## config.mk

```make
export PLATFORM = sky130hd
export DESIGN_NAME = sctt_queue
export DESIGN_NICKNAME = d
export VERILOG_FILES = /design/src/hdl/sctt_pkg.sv /design/src/hdl/sctt_queue.sv
export SDC_FILE = /design/constraint.sdc
export NUM_CORES = 1
export LEC_CHECK = 0
export BUFFER_PORTS_ARGS = -buffer_cell sky130_fd_sc_hd__clkbuf_2
export CAP_MARGIN = 5
export CORE_AREA = 2 2 106 160
export DETAILED_ROUTE_END_ITERATION = 8
export DIE_AREA = 0 0 108 162
export PLACE_DENSITY_LB_ADDON = 0.05
export SYNTH_ARGS = -nofsm -noshare
export SYNTH_HDL_FRONTEND = slang
export SYNTH_SLANG_ARGS = --single-unit
```

## constraint.sdc

```tcl
create_clock -name clk -period 1.8 [get_ports clk]
set_clock_uncertainty 0.15 [all_clocks]
set_input_delay 0.36 -clock clk [delete_from_list [all_inputs] [get_ports clk]]
set_output_delay 0.36 -clock clk [all_outputs]
set_load 0.05 [all_outputs]
```

## src/hdl/sctt_pkg.sv

```systemverilog
// ----------------------------------------------------------------------------
// sctt_pkg
// Shared types, fixed-point constants and factorial helpers for the
// sine / cosine / tangent unit.
// ----------------------------------------------------------------------------
`default_nettype none

package sctt_pkg;

  // Series length (terms of each Taylor sum)
  localparam int SERIES_TERMS = 4;

  // Field and datapath widths
  localparam int ANGLE_W  = 32;             // Q5.26 input angle
  localparam int VALUE_W  = 48;             // Q17.30 result
  localparam int RED_W    = 62;             // Q.56 reduction word
  localparam int X_W      = 30;             // folded angle, Q.30
  localparam int POW_W    = 31;             // series powers, Q.30 up to 1.0
  localparam int SUM_W    = 33;             // signed series sum
  localparam int MAG_W    = SUM_W - 1;      // magnitude of a sum
  localparam int NUM_W    = MAG_W + 30;     // tangent dividend
  localparam int DIV_STEP = 2;              // quotient bits per divider stage
  localparam int DIV_STAGES = NUM_W / DIV_STEP;

  localparam int FRONT_STAGES = 8;
  localparam int QUEUE_DEPTH  = 4;
  localparam int QPTR_W       = $clog2(QUEUE_DEPTH);
  localparam int QCNT_W       = $clog2(QUEUE_DEPTH + 1);

  // Angle constants in Q.56; pi/2 rounded, the rest derived from it
  localparam logic [63:0] PI_Q60    = 64'h3243F6A8885A308D;
  localparam logic [63:0] HALF_PI64 = (PI_Q60 + 64'd16) >> 5;
  localparam logic [RED_W-1:0] HALF_PI       = HALF_PI64[RED_W-1:0];
  localparam logic [RED_W-1:0] QUARTER_PI    = HALF_PI >> 1;
  localparam logic [RED_W-1:0] ONE_PI        = RED_W'(HALF_PI64 * 64'd2);
  localparam logic [RED_W-1:0] THREE_HALF_PI = RED_W'(HALF_PI64 * 64'd3);
  localparam logic [RED_W-1:0] TWO_PI        = RED_W'(HALF_PI64 * 64'd4);

  localparam logic [POW_W-1:0] ONE_Q30 = POW_W'(64'd1 << 30);

  localparam logic [VALUE_W-1:0] VAL_MAX = {1'b0, {(VALUE_W-1){1'b1}}};
  localparam logic [VALUE_W-1:0] VAL_MIN = {1'b1, {(VALUE_W-1){1'b0}}};

  // Request codes
  typedef enum logic [1:0] {
    REQ_SIN  = 2'd0,
    REQ_COS  = 2'd1,
    REQ_TAN  = 2'd2,
    REQ_NONE = 2'd3
  } sctt_req_t;

  // Item handed from the front end to the series back end
  typedef struct packed {
    sctt_req_t        req;
    logic             swap;     // above pi/4: use the complementary series
    logic             sin_neg;
    logic             cos_neg;
    logic [X_W-1:0]   x;
  } sctt_item_t;

  // n! (elaboration only)
  function automatic longint unsigned fact(input int n);
    longint unsigned f;
    f = 64'd1;
    for (int i = 2; i <= n; i++) f = f * longint'(i);
    return f;
  endfunction

  // Number of trailing zero bits of n!
  function automatic int fact_tz(input int n);
    longint unsigned f;
    int              z;
    f = fact(n);
    z = 0;
    for (int i = 0; i < 63; i++) begin
      if (f[0] == 1'b0) begin
        f = f >> 1;
        z = z + 1;
      end
    end
    return z;
  endfunction

endpackage

`default_nettype wire

```

## src/hdl/sctt_queue.sv

```systemverilog
// ----------------------------------------------------------------------------
// sctt_queue
// Short FIFO between front end and back end.
// ----------------------------------------------------------------------------
`default_nettype none

module sctt_queue
  import sctt_pkg::*;
(
  input  wire logic  clk,
  input  wire logic  rst_n,
  input  wire logic  push,
  input  wire sctt_item_t push_item,
  input  wire logic  pop,
  output sctt_item_t pop_item,
  output logic       full,
  output logic       empty
);

  sctt_item_t        buf_r [QUEUE_DEPTH];
  logic [QPTR_W-1:0] wp_r, rp_r;
  logic [QCNT_W-1:0] cnt_r;

  assign full     = (cnt_r == QCNT_W'(QUEUE_DEPTH));
  assign empty    = (cnt_r == '0);
  assign pop_item = buf_r[rp_r];

  // Pointers and fill count
  always_ff @(posedge clk) begin
    if (!rst_n) begin
      wp_r  <= '0;
      rp_r  <= '0;
      cnt_r <= '0;
    end else begin
      if (push) wp_r <= wp_r + QPTR_W'(1);
      if (pop) rp_r <= rp_r + QPTR_W'(1);
      if (push && !pop) cnt_r <= cnt_r + QCNT_W'(1);
      else if (pop && !push) cnt_r <= cnt_r - QCNT_W'(1);
    end
  end

  // Storage
  always_ff @(posedge clk) begin
    if (push) buf_r[wp_r] <= push_item;
  end

endmodule

`default_nettype wire

```

==> results.cfg <==
[status]
run_status = finished, violations left
violations = setup timing

[logic_synthesis]
yosys.cell_types.count = 22
synthMostInstantiatedCell = sky130_fd_sc_hd__edfxtp_1
synth.top_cells.by_count = sky130_fd_sc_hd__edfxtp_1 (140), sky130_fd_sc_hd__mux4_2 (30), sky130_fd_sc_hd__and2_1 (9), sky130_fd_sc_hd__dfxtp_1 (9)
synth_largest_type_area_fraction_pct = 75.78
top_cells_by_area_in_the_synthesized_netlist = sky130_fd_sc_hd__edfxtp_1 (76%), sky130_fd_sc_hd__mux4_2 (12%), sky130_fd_sc_hd__dfxtp_1 (3.2%)
syn-num-nets = 271
syn-mean-instance-area_um2 = 24.55
synthesis.instances = 226
async_flop_share_pct = 0
synth-seq-area-share_pct = 79.03
post_synthesis_instance_area_mm2 = 0.005548
synth-edff-count = 140
most_instantiated_flip_flop_cell_in_the_synthesis_netlist = sky130_fd_sc_hd__edfxtp_1
yosys_warn_count = 0
yosys_register_bits = 149
synth.largest_area_cell = sky130_fd_sc_hd__edfxtp_1

[critical_path]
critical_path_class = reg -> out
crit_path_max_fanout = 7
startpoint_type = register
required_ns = 1.29
worst_ep_arrival_time_ns = 1.71
crit_path_cell_trace = buf_6, mux4_1, clkbuf_8
critical-path-slowest-cell = sky130_fd_sc_hd__mux4_1
timing.critical_path.slowest_cell_delay_ns = 0.56
critical_path.endpoint_type = primary output

[route]
drc = 0
drtIter0Drc = 142
postRouteAntennaNets = 0
drt_total_wl_um = 10510
post_drt_via_cell_ratio = 4.665
drt_pre_antenna_iters = 4
avgRoutedWirePerCell_um = 19.05
vias = 2575

[placement]
dpl.hpwl_um = 6803
placed_cell_area_mm2 = 0.006375
numPortBuffers = 75
dp.cells = 518
finalWeightedCongestion = 0.6695

[sta]
final.min_clock_period_ns = 2.219
max-slew-margin-rel_pct = 80.02
period_share_pct = 123.3
unrepaired_setup_endpoints_after_global_routing = yes
setup_tns_ns = -13.37
hold-worst-slack_ns = 0.02153
setup_ws_post_layout_ns = -0.4191
finalHoldViolations = 0
final-max-slew-violation-count = 0
report.final.setup_viol = 35
max_frequency_mhz = 450.6
worst_slew_pin_slew_ns = 0.2998

[die]
die_height_um = 162
initial_core_util_pct = 34.57
design.die.area_mm2 = 0.01750
design.core.area_mm2 = 0.01605
dieWidth_um = 108
fp-row-count = 57
io_pins = 76

[global_routing]
grt_pass1_wl_um = 16440
grt_antenna_before_repair = 1
grt_remaining_overflow = 0
grt_start_max_net_pins = 28
vias_in_the_first_global_route = 2893
global_route.usage.total_pct = 12.90

[final_layout]
postLayoutCellArea_mm2 = 0.007286
seqCellArea_mm2 = 0.004389
fillCellCount = 1386
design.final.nets = 378
area_of_the_multi_input_gates_mm2 = 0.001057
layout-area-overhead-vs-synth_pct = 31.33
antenna_cells = 0
final_cell_count_no_fill = 552
drive_gt1_share_pct = 47.98

[power]
power_density_mw_per_mm2 = 1213
power_leakage_nw = 2.527
max-vdd-ir-drop_v = 0.0005258
post_layout_total_power_mw = 8.838

[cts]
number_of_clock_buffers_inserted_by_tritoncts = 17
clock-root-buffer = sky130_fd_sc_hd__clkbuf_16
cts_max_level = 4
cts_max_path_buffers = 2
cts_tree = yes
clk_latency_ns = 0.40
clkSlewWorstSetupHoldPaths_ns = 0.06
numClockSinks = 149

[hold_path]
min_path_type = in -> reg

[flow_run]
cap_violations = 0
[flip-flops by register name, summed over array words and instances (netlist names), named ones only]
register	flops
rp_r	2
cnt_r	3
buf_r	140
wp_r	2
[what timing repair did]
action                                  4_1_cts  5_1_grt
endpoints found under the hold margin         5        0
endpoints found under the setup margin       35       37
hold buffers                                  2        0
resized for setup                            75       30
buffers inserted                              0        0
[report_power, final]
part           leakage [nW]  internal, mW  switching [mW]
clock                 0.268          1.92            1.37
combinational         0.897         0.653           0.858
sequential             1.36          3.97          0.0606
[logic make-up (layout without fill, tap and decap cells)]
family,after synthesis,count (layout),share of synthesized area (%)
AO/OA/AOI/OAI,2,2,0.2255
XOR/XNOR,5,5,0.7895
adder cells (fa/ha/maj),6,6,1.489
buffers and inverters,12,132,1.917
flip-flops,149,149,79.03
multiplexers,37,37,14.91
AND/OR/NAND/NOR,15,15,1.646
[worst max-delay path: cells and delay by family (launching register included)]
family,cells,cell delay [ns]
mux,1,0.56
flops,1,0.39
buf+inv,2,0.35
[cells in the final DEF, fill, tap and decap left out, drive strengths merged, types with 2 or more instances in the layout]
| cell | count |
|---|---|
| and2 | 9 |
| buf | 46 |
| clkbuf | 67 |
| clkinv | 7 |
| clkinvlp | 2 |
| dfxtp | 9 |
| dlygate4sd3 | 2 |
| edfxtp | 140 |
| ha | 5 |
| inv | 7 |
| mux2i | 2 |
| mux4 | 35 |
| nor2b | 2 |
| xnor2 | 2 |
| xor2 | 3 |
[through the flow]
stage	utilization, %	setup slack (ns)
floorplan	-	0.01321
global placement	39.73	-0.1427
detailed placement	39.73	-0.1592
CTS	45.21	-0.4776
global route	45.40	-0.5049
finish	45.40	-0.4191
[area by class of cell]
cell class / count / area share, %
Multi-Input combinational cell: 65 / 14.51
Tap cell: 206 / 3.538
Clock buffer: 19 / 5.942
Clock inverter: 13 / 1.717
Inverter: 4 / 0.2061
Sequential cell: 149 / 60.24
Timing Repair Buffer: 96 / 13.84
[layer usage]
metal	vias up	part of all wire (%)	wire length (µm)	track usage, %
li1	1155	-	-	-
met1	1350	41	4310	15.24
met2	59	53	5602	22.13
met3	9	4.5	471	4.173
met4	2	1.1	114	4.196
met5	-	0.14	15	0
[worst paths after layout]
check / to / depth (start not counted) / startpoint / slack, ns
hold / removal: buf_r[3][14] / 1 / push_item[14] / 0.02
hold reg to reg: cnt_r[2] / 2 / cnt_r[2] / 0.38
setup / recovery: pop_item[21] / 3 / register / -0.42
setup reg to reg: cnt_r[2] / 4 / cnt_r[0] / 0.13
Power figures use the tool's default switching activity.
