**src/hdl/sctt_pkg.sv**
```systemverilog
// ----------------------------------------------------------------------------
// sctt_pkg
// Shared types, fixed-point constants and factorial helpers for the
// sine / cosine / tangent unit.
// ----------------------------------------------------------------------------
`default_nettype none

package sctt_pkg;

  // Series length (terms of each Taylor sum)
  localparam int SERIES_TERMS = 4;

  // Field and datapath widths
  localparam int ANGLE_W  = 32;             // Q5.26 input angle
  localparam int VALUE_W  = 48;             // Q17.30 result
  localparam int RED_W    = 62;             // Q.56 reduction word
  localparam int X_W      = 30;             // folded angle, Q.30
  localparam int POW_W    = 31;             // series powers, Q.30 up to 1.0
  localparam int SUM_W    = 33;             // signed series sum
  localparam int MAG_W    = SUM_W - 1;      // magnitude of a sum
  localparam int NUM_W    = MAG_W + 30;     // tangent dividend
  localparam int DIV_STEP = 2;              // quotient bits per divider stage
  localparam int DIV_STAGES = NUM_W / DIV_STEP;

  localparam int FRONT_STAGES = 8;
  localparam int QUEUE_DEPTH  = 4;
  localparam int QPTR_W       = $clog2(QUEUE_DEPTH);
  localparam int QCNT_W       = $clog2(QUEUE_DEPTH + 1);

  // Angle constants in Q.56; pi/2 rounded, the rest derived from it
  localparam logic [63:0] PI_Q60    = 64'h3243F6A8885A308D;
  localparam logic [63:0] HALF_PI64 = (PI_Q60 + 64'd16) >> 5;
  localparam logic [RED_W-1:0] HALF_PI       = HALF_PI64[RED_W-1:0];
  localparam logic [RED_W-1:0] QUARTER_PI    = HALF_PI >> 1;
  localparam logic [RED_W-1:0] ONE_PI        = RED_W'(HALF_PI64 * 64'd2);
  localparam logic [RED_W-1:0] THREE_HALF_PI = RED_W'(HALF_PI64 * 64'd3);
  localparam logic [RED_W-1:0] TWO_PI        = RED_W'(HALF_PI64 * 64'd4);

  localparam logic [POW_W-1:0] ONE_Q30 = POW_W'(64'd1 << 30);

  localparam logic [VALUE_W-1:0] VAL_MAX = {1'b0, {(VALUE_W-1){1'b1}}};
  localparam logic [VALUE_W-1:0] VAL_MIN = {1'b1, {(VALUE_W-1){1'b0}}};

  // Request codes
  typedef enum logic [1:0] {
    REQ_SIN  = 2'd0,
    REQ_COS  = 2'd1,
    REQ_TAN  = 2'd2,
    REQ_NONE = 2'd3
  } sctt_req_t;

  // Item handed from the front end to the series back end
  typedef struct packed {
    sctt_req_t        req;
    logic             swap;     // above pi/4: use the complementary series
    logic             sin_neg;
    logic             cos_neg;
    logic [X_W-1:0]   x;
  } sctt_item_t;

  // n! (elaboration only)
  function automatic longint unsigned fact(input int n);
    longint unsigned f;
    f = 64'd1;
    for (int i = 2; i <= n; i++) f = f * longint'(i);
    return f;
  endfunction

  // Number of trailing zero bits of n!
  function automatic int fact_tz(input int n);
    longint unsigned f;
    int              z;
    f = fact(n);
    z = 0;
    for (int i = 0; i < 63; i++) begin
      if (f[0] == 1'b0) begin
        f = f >> 1;
        z = z + 1;
      end
    end
    return z;
  endfunction

endpackage

`default_nettype wire

```
**src/hdl/sctt_front.sv**
```systemverilog
// ----------------------------------------------------------------------------
// sctt_front
// Front end: angle reduction modulo two pi, quadrant fold and octant swap,
// rounding to Q.30. Hands one classified item per cycle to a non-full queue.
// ----------------------------------------------------------------------------
`default_nettype none

module sctt_front
  import sctt_pkg::*;
(
  input  wire logic                clk,
  input  wire logic                rst_n,
  input  wire logic                in_valid,
  output logic                     in_ready,
  input  wire logic [1:0]          in_req_type,
  input  wire logic [ANGLE_W-1:0]  in_angle,
  input  wire logic                q_full,
  output logic                     push,
  output sctt_item_t               push_item
);

  logic [FRONT_STAGES-1:0] v_r;
  logic                    en;

  sctt_req_t        req_r [FRONT_STAGES-1];
  logic             neg_r [4];
  logic [RED_W-1:0] red_r [5];
  logic [RED_W-1:0] fx_r, y_r;
  logic             sn_r [2];
  logic             cn_r [2];
  logic             swap_r;
  sctt_item_t       item_r;

  logic [ANGLE_W-1:0] mag;
  logic               ang_neg;
  logic [RED_W-1:0]   red_nxt [3];
  logic [RED_W-1:0]   rr_nxt;
  logic [RED_W-1:0]   fx_nxt;
  logic               sn_nxt, cn_nxt;
  logic [RED_W-1:0]   y_nxt;
  logic               swap_nxt;
  logic [RED_W-1:0]   rnd;

  // Whole front end holds while its last item cannot enter the queue
  assign en        = !(v_r[FRONT_STAGES-1] && q_full);
  assign in_ready  = en;
  assign push      = v_r[FRONT_STAGES-1] && !q_full;
  assign push_item = item_r;

  // Valid pipeline
  always_ff @(posedge clk) begin
    if (!rst_n) begin
      v_r <= '0;
    end else if (en) begin
      v_r <= {v_r[FRONT_STAGES-2:0], in_valid};
    end
  end

  // Magnitude of the angle, scaled to Q.56
  always_comb begin
    ang_neg = in_angle[ANGLE_W-1];
    mag     = ang_neg ? (ANGLE_W'(0) - in_angle) : in_angle;
  end

  // Subtract 4, 2, then 1 times two pi (quotient is at most five)
  always_comb begin
    for (int i = 0; i < 3; i++) begin
      if (red_r[i] >= (TWO_PI << (2 - i))) red_nxt[i] = red_r[i] - (TWO_PI << (2 - i));
      else red_nxt[i] = red_r[i];
    end
  end

  // Negative angles take the true modulo
  always_comb begin
    if (neg_r[3] && (red_r[3] != '0)) rr_nxt = TWO_PI - red_r[3];
    else rr_nxt = red_r[3];
  end

  // Fold to the first quadrant, record signs
  always_comb begin
    sn_nxt = (red_r[4] > ONE_PI);
    cn_nxt = (red_r[4] > HALF_PI) && !(red_r[4] > THREE_HALF_PI);
    if (red_r[4] > THREE_HALF_PI) fx_nxt = TWO_PI - red_r[4];
    else if (red_r[4] > ONE_PI) fx_nxt = red_r[4] - ONE_PI;
    else if (red_r[4] > HALF_PI) fx_nxt = ONE_PI - red_r[4];
    else fx_nxt = red_r[4];
  end

  // Octant swap
  always_comb begin
    swap_nxt = (fx_r > QUARTER_PI);
    y_nxt    = swap_nxt ? (HALF_PI - fx_r) : fx_r;
  end

  // Round Q.56 to Q.30
  assign rnd = y_r + RED_W'(64'd1 << 25);

  // Stage registers
  always_ff @(posedge clk) begin
    if (en) begin
      req_r[0] <= sctt_req_t'(in_req_type);
      for (int i = 1; i < FRONT_STAGES - 1; i++) req_r[i] <= req_r[i-1];
      neg_r[0] <= ang_neg;
      for (int i = 1; i < 4; i++) neg_r[i] <= neg_r[i-1];
      red_r[0] <= {mag, 30'd0};
      for (int i = 0; i < 3; i++) red_r[i+1] <= red_nxt[i];
      red_r[4] <= rr_nxt;
      fx_r     <= fx_nxt;
      sn_r[0]  <= sn_nxt;
      cn_r[0]  <= cn_nxt;
      sn_r[1]  <= sn_r[0];
      cn_r[1]  <= cn_r[0];
      y_r      <= y_nxt;
      swap_r   <= swap_nxt;
      item_r.req     <= req_r[FRONT_STAGES-2];
      item_r.swap    <= swap_r;
      item_r.sin_neg <= sn_r[1];
      item_r.cos_neg <= cn_r[1];
      item_r.x       <= rnd[X_W+25:26];
    end
  end

endmodule

`default_nettype wire

```
**config.mk**
```make
export PLATFORM = sky130hd
export DESIGN_NAME = sctt_front
export DESIGN_NICKNAME = d
export VERILOG_FILES = /design/src/hdl/sctt_pkg.sv /design/src/hdl/sctt_front.sv
export SDC_FILE = /design/constraint.sdc
export NUM_CORES = 1
export LEC_CHECK = 0
export BUFFER_PORTS_ARGS = -buffer_cell sky130_fd_sc_hd__buf_2
export CORE_UTILIZATION = 63
export DETAILED_ROUTE_END_ITERATION = 8
export PLACE_DENSITY = 0.81
export SKIP_LAST_GASP = 1
export SYNTH_ARGS = -nofsm -noshare
export SYNTH_HDL_FRONTEND = slang
export SYNTH_SLANG_ARGS = --single-unit
```
**constraint.sdc**
```tcl
create_clock -name clk -period 11 [get_ports clk]
set_clock_uncertainty 0.2 [all_clocks]
set_input_delay 0.55 -clock clk [delete_from_list [all_inputs] [get_ports clk]]
set_output_delay 0.55 -clock clk [all_outputs]
set_load 0.1 [all_outputs]
```
==> out/qor.yml <==
clock_network:
  root_buf_cell: "clkbuf_16"
  clock_latency_ns: 0.56
  tritoncts.num_buffers: 41
  cts_num_sinks: 382
  ctsHtreeMaxLevel: 2
  clockBufferDepth: 3
  cts.reportedPaths.clkPinSlew_ns: 0.06
  clock_tree_from_tritoncts: "yes"
pwr:
  seqPwrFrac_pct: 42.0
  power.density_nw_per_um2: 324.5
  power.share.clock_pct: 16.7
  max-vdd-ir-drop_uv: 343.7
  netSwitchingFraction_pct: 44.09
  p_sw_mw: 3.478
  power_report.internal_total_mw: 4.411
  power.leakage_nw: 8.703
  combinationalPowerShare_pct: 41.3
drt:
  initialDrtViolationCount: 1427
  dr_total_vias: 17278
  avgViaCountPerCell: 6.378
  drt_drc_violations_left: 0
  antenna_left: 0
  wire_per_inst_um: 19.62
  firstDrtPassIters: 7
  overall_routed_net_length_um: 53160
yosys:
  dominant_combinational_cell_family_by_area_after_synthesis: "simple AND/OR/NAND/NOR gates"
  synth_xor_xnor_area_share_pct: 11.58
  post-synth-top-area-cell: "edfxtp_1"
  synth_cell_types: 96
  syn_inst: 2217
  combined_area_of_all_synthesized_cells_sq_um: 22470
  synth.top_cells.by_area: "edfxtp_1 50%, xnor2_1 7.1%, xor2_1 4.4%"
  share_of_the_synthesized_area_in_the_top_cell_type_pct: 49.98
  synth-seq-area-share_pct: 50.69
  post_synthesis_mean_instance_area_sq_um: 10.14
  synth_nets: 2270
  synth-async-reset-ratio_pct: 0
  muxShareOfSynthArea_pct: 0.2840
  synthSimpleGateAreaFrac_pct: 17.84
  synth-main-ff-cell: "edfxtp_1"
  ys_seq_elements: 382
  yosys_warnings: 0
  number_of_enable_flip_flop_cells_after_synthesis: 374
  adder_cell_area_share_of_the_yosys_netlist_pct: 0.8352
  synth_compound_gate_area_share_pct: 15.74
timing:
  worst_pin_slew_ns: 1.144
  maxSlewViolCount: 0
  achievable-frequency_ghz: 0.2190
  post-route-worst-setup-slack_ns: 6.434
  timing.hold.ws_ns: 0.02365
  setup_total_negative_slack_ns: 0
  finalSetupViolCount: 0
  period_needed_ns: 4.566
  finalHoldViolCount: 0
  finalCritPeriodShare_pct: 41.50
  slew-limit-headroom_pct: 23.46
  grt_setup_unrepaired: "false"
finish:
  area_growth_syn_to_layout_pct: 8.202
  stdcell_area_sq_um: 24310
  layout_cells_sized_above_1_pct: 8.784
  antennaDiodeCount: 0
  fillers: 2529
  post_layout_nonfiller_instances: 2709
  fin_nets: 2277
critical_path:
  cell_depth_of_the_worst_flop_to_flop_path: 11
  critical_path_at_ns: 4.67
  ff2ff_setup_slack_ns: 6.43
  worst_r2r_endpoint: "fx_r[50]"
  setup.worst_path.start_class: "flop"
  critical_path_class: "reg2reg"
  worstSetupEndpointType: "flop"
  crit_path_max_fanout: 35
  critical_register_to_register_path_startpoint: "red_r[0][280]"
  worstPathRequired_ns: 11.10
placed_design:
  placedCellCount: 2634
  input_output_buffers: 74
  placed_cell_area_sq_um: 23010
  routability_cong: 0.9801
  place_worst_setup_slack_ns: 6.554
  dp_hpwl_um: 38180
min_path:
  worstHoldPathType: "in2reg"
  timing.hold.worst_endpoint: "red_r[0][30]"
  holdCritStartpoint: "in_angle[0]"
  whs_path_depth: 1
floorplan:
  die-width_um: 190.9
  die_h_um: 190.9
  core_sq_um: 34800
  ioPinCount: 75
  die_area_sq_um: 36430
  initial_utilization_pct: 64.57
  core.rowCount: 68
job:
  maxCapViolations: 0
grt:
  grt_antenna_before_repair: 0
  global_route_wire_length_before_repair_um: 84640
  grt_start_max_net_pins: 73
  grt_remaining_overflow: 0
  grt_pass1_vias: 16831
  groute.usage.overall_pct: 29.44
outcome:
  run_status: "finished, final reports clean"
cell usage after synthesis (all sizes together), types with 8 or more instances:
| cell type | count |
|---|---|
| a21boi | 17 |
| o211ai | 10 |
| nand2b | 21 |
| or4 | 18 |
| nor3 | 74 |
| a221oi | 12 |
| or3 | 20 |
| xnor2 | 183 |
| edfxtp | 374 |
| buf | 34 |
| o21a | 18 |
| dfxtp | 8 |
| nand2 | 224 |
| a211oi | 19 |
| and3 | 26 |
| nand3 | 80 |
| o31ai | 26 |
| nor4 | 37 |
| o21ai | 131 |
| ha | 15 |
| o41ai | 17 |
| nor2b | 12 |
| o21bai | 11 |
| nor2 | 193 |
| clkbuf | 89 |
| xor2 | 114 |
| a21o | 19 |
| nand4 | 32 |
| or2 | 19 |
| a21oi | 134 |
| and2 | 25 |
| a31oi | 28 |
| inv | 45 |
per-stage QoR:
stage	util, %	total power, mW
floorplan	-	5.659
global placement	66.13	6.424
detailed placement	66.13	6.504
CTS	69.87	7.848
global route	69.87	8.315
finish	69.87	7.889
state kept, by name, indices dropped and copies added (netlist names):
name,cells
req_r,14
cn_r,2
neg_r,4
v_r,8
red_r,226
push_item,35
fx_r,59
y_r,32
sn_r,2
power by group through the flow:
stage | clock network [mW] | registers [mW] | logic [mW]
after floorplan | 0 | 3.26 | 2.40
after global placement | 0 | 3.26 | 3.16
after detailed placement | 0 | 3.30 | 3.21
after CTS | 1.34 | 3.28 | 3.23
after global routing | 1.39 | 3.40 | 3.53
final | 1.32 | 3.31 | 3.26
cell type report:
class                   instances  area [sq um]  share of cell area, %
flip-flops and latches        382         11390                  46.85
multi-input cells            1665         10420                  42.86
clock buffers                  45          1051                  4.323
well taps                     455         569.3                  2.342
repair buffers                 87         473.0                  1.945
clock inverters                28         231.5                 0.9520
inverters                      47         176.4                 0.7256
per-layer routing:
layer | share of wire, % | global-route usage, %
met5 | 0 | 0
met3 | 6.1 | 3.773
met4 | 4.0 | 14.37
met2 | 51 | 52.90
met1 | 39 | 34.56
repair_timing:
item                      4_1_cts  5_1_grt
buffers inserted                0        0
hold endpoints to repair        2        0
hold buffers                    2        0
gates resized for setup         0        0
worst max-delay path, cell delays in order, from the launching register on:
cell and delay, ns:
edfxtp_1 0.68, nor4bb_1 0.91, nand4b_1 0.23, nor4_1 0.23
a221oi_1 0.11, and2_1 0.18, buf_4 0.22, inv_2 0.51
nand2_1 0.38, o32ai_1 0.35, a21oi_1 0.13, xnor2_1 0.14
worst max-delay path by stage:
| stage | end | start | slack [ns] |
|---|---|---|---|
| 2_1_floorplan | cn_r[0] | q_full | 0.35 |
| 3_3_place_gp | fx_r[50] | red_r[0][280] | 6.60 |
| 3_5_place_dp | fx_r[49] | red_r[0][268] | 6.55 |
| 4_1_cts | fx_r[49] | red_r[0][268] | 6.53 |
| 5_1_grt | fx_r[50] | red_r[0][280] | 6.22 |
| 6_report | fx_r[50] | red_r[0][280] | 6.43 |
layout by cell type, fill, tap and decap left out, drive strengths merged, types with 22 or more instances in the layout:
| cell type | instances |
|---|---|
| edfxtp | 374 |
| nand2 | 224 |
| nor2 | 193 |
| xnor2 | 183 |
| a21oi | 134 |
| o21ai | 131 |
| xor2 | 114 |
| buf | 85 |
| nand3 | 80 |
| nor3 | 74 |
| inv | 48 |
| clkbuf | 45 |
| nor4 | 37 |
| nand4 | 32 |
| a31oi | 28 |
| and3 | 26 |
| o31ai | 26 |
| and2 | 25 |
| clkinv | 22 |
kinds of logic after synthesis:
kind of cell | Yosys count
compound gates | 530
simple gates | 817
buf+inv | 170
mux | 6
fa+ha+maj | 15
flops | 382
xor+xnor | 297
No activity file was read; power rests on OpenSTA's default activity.
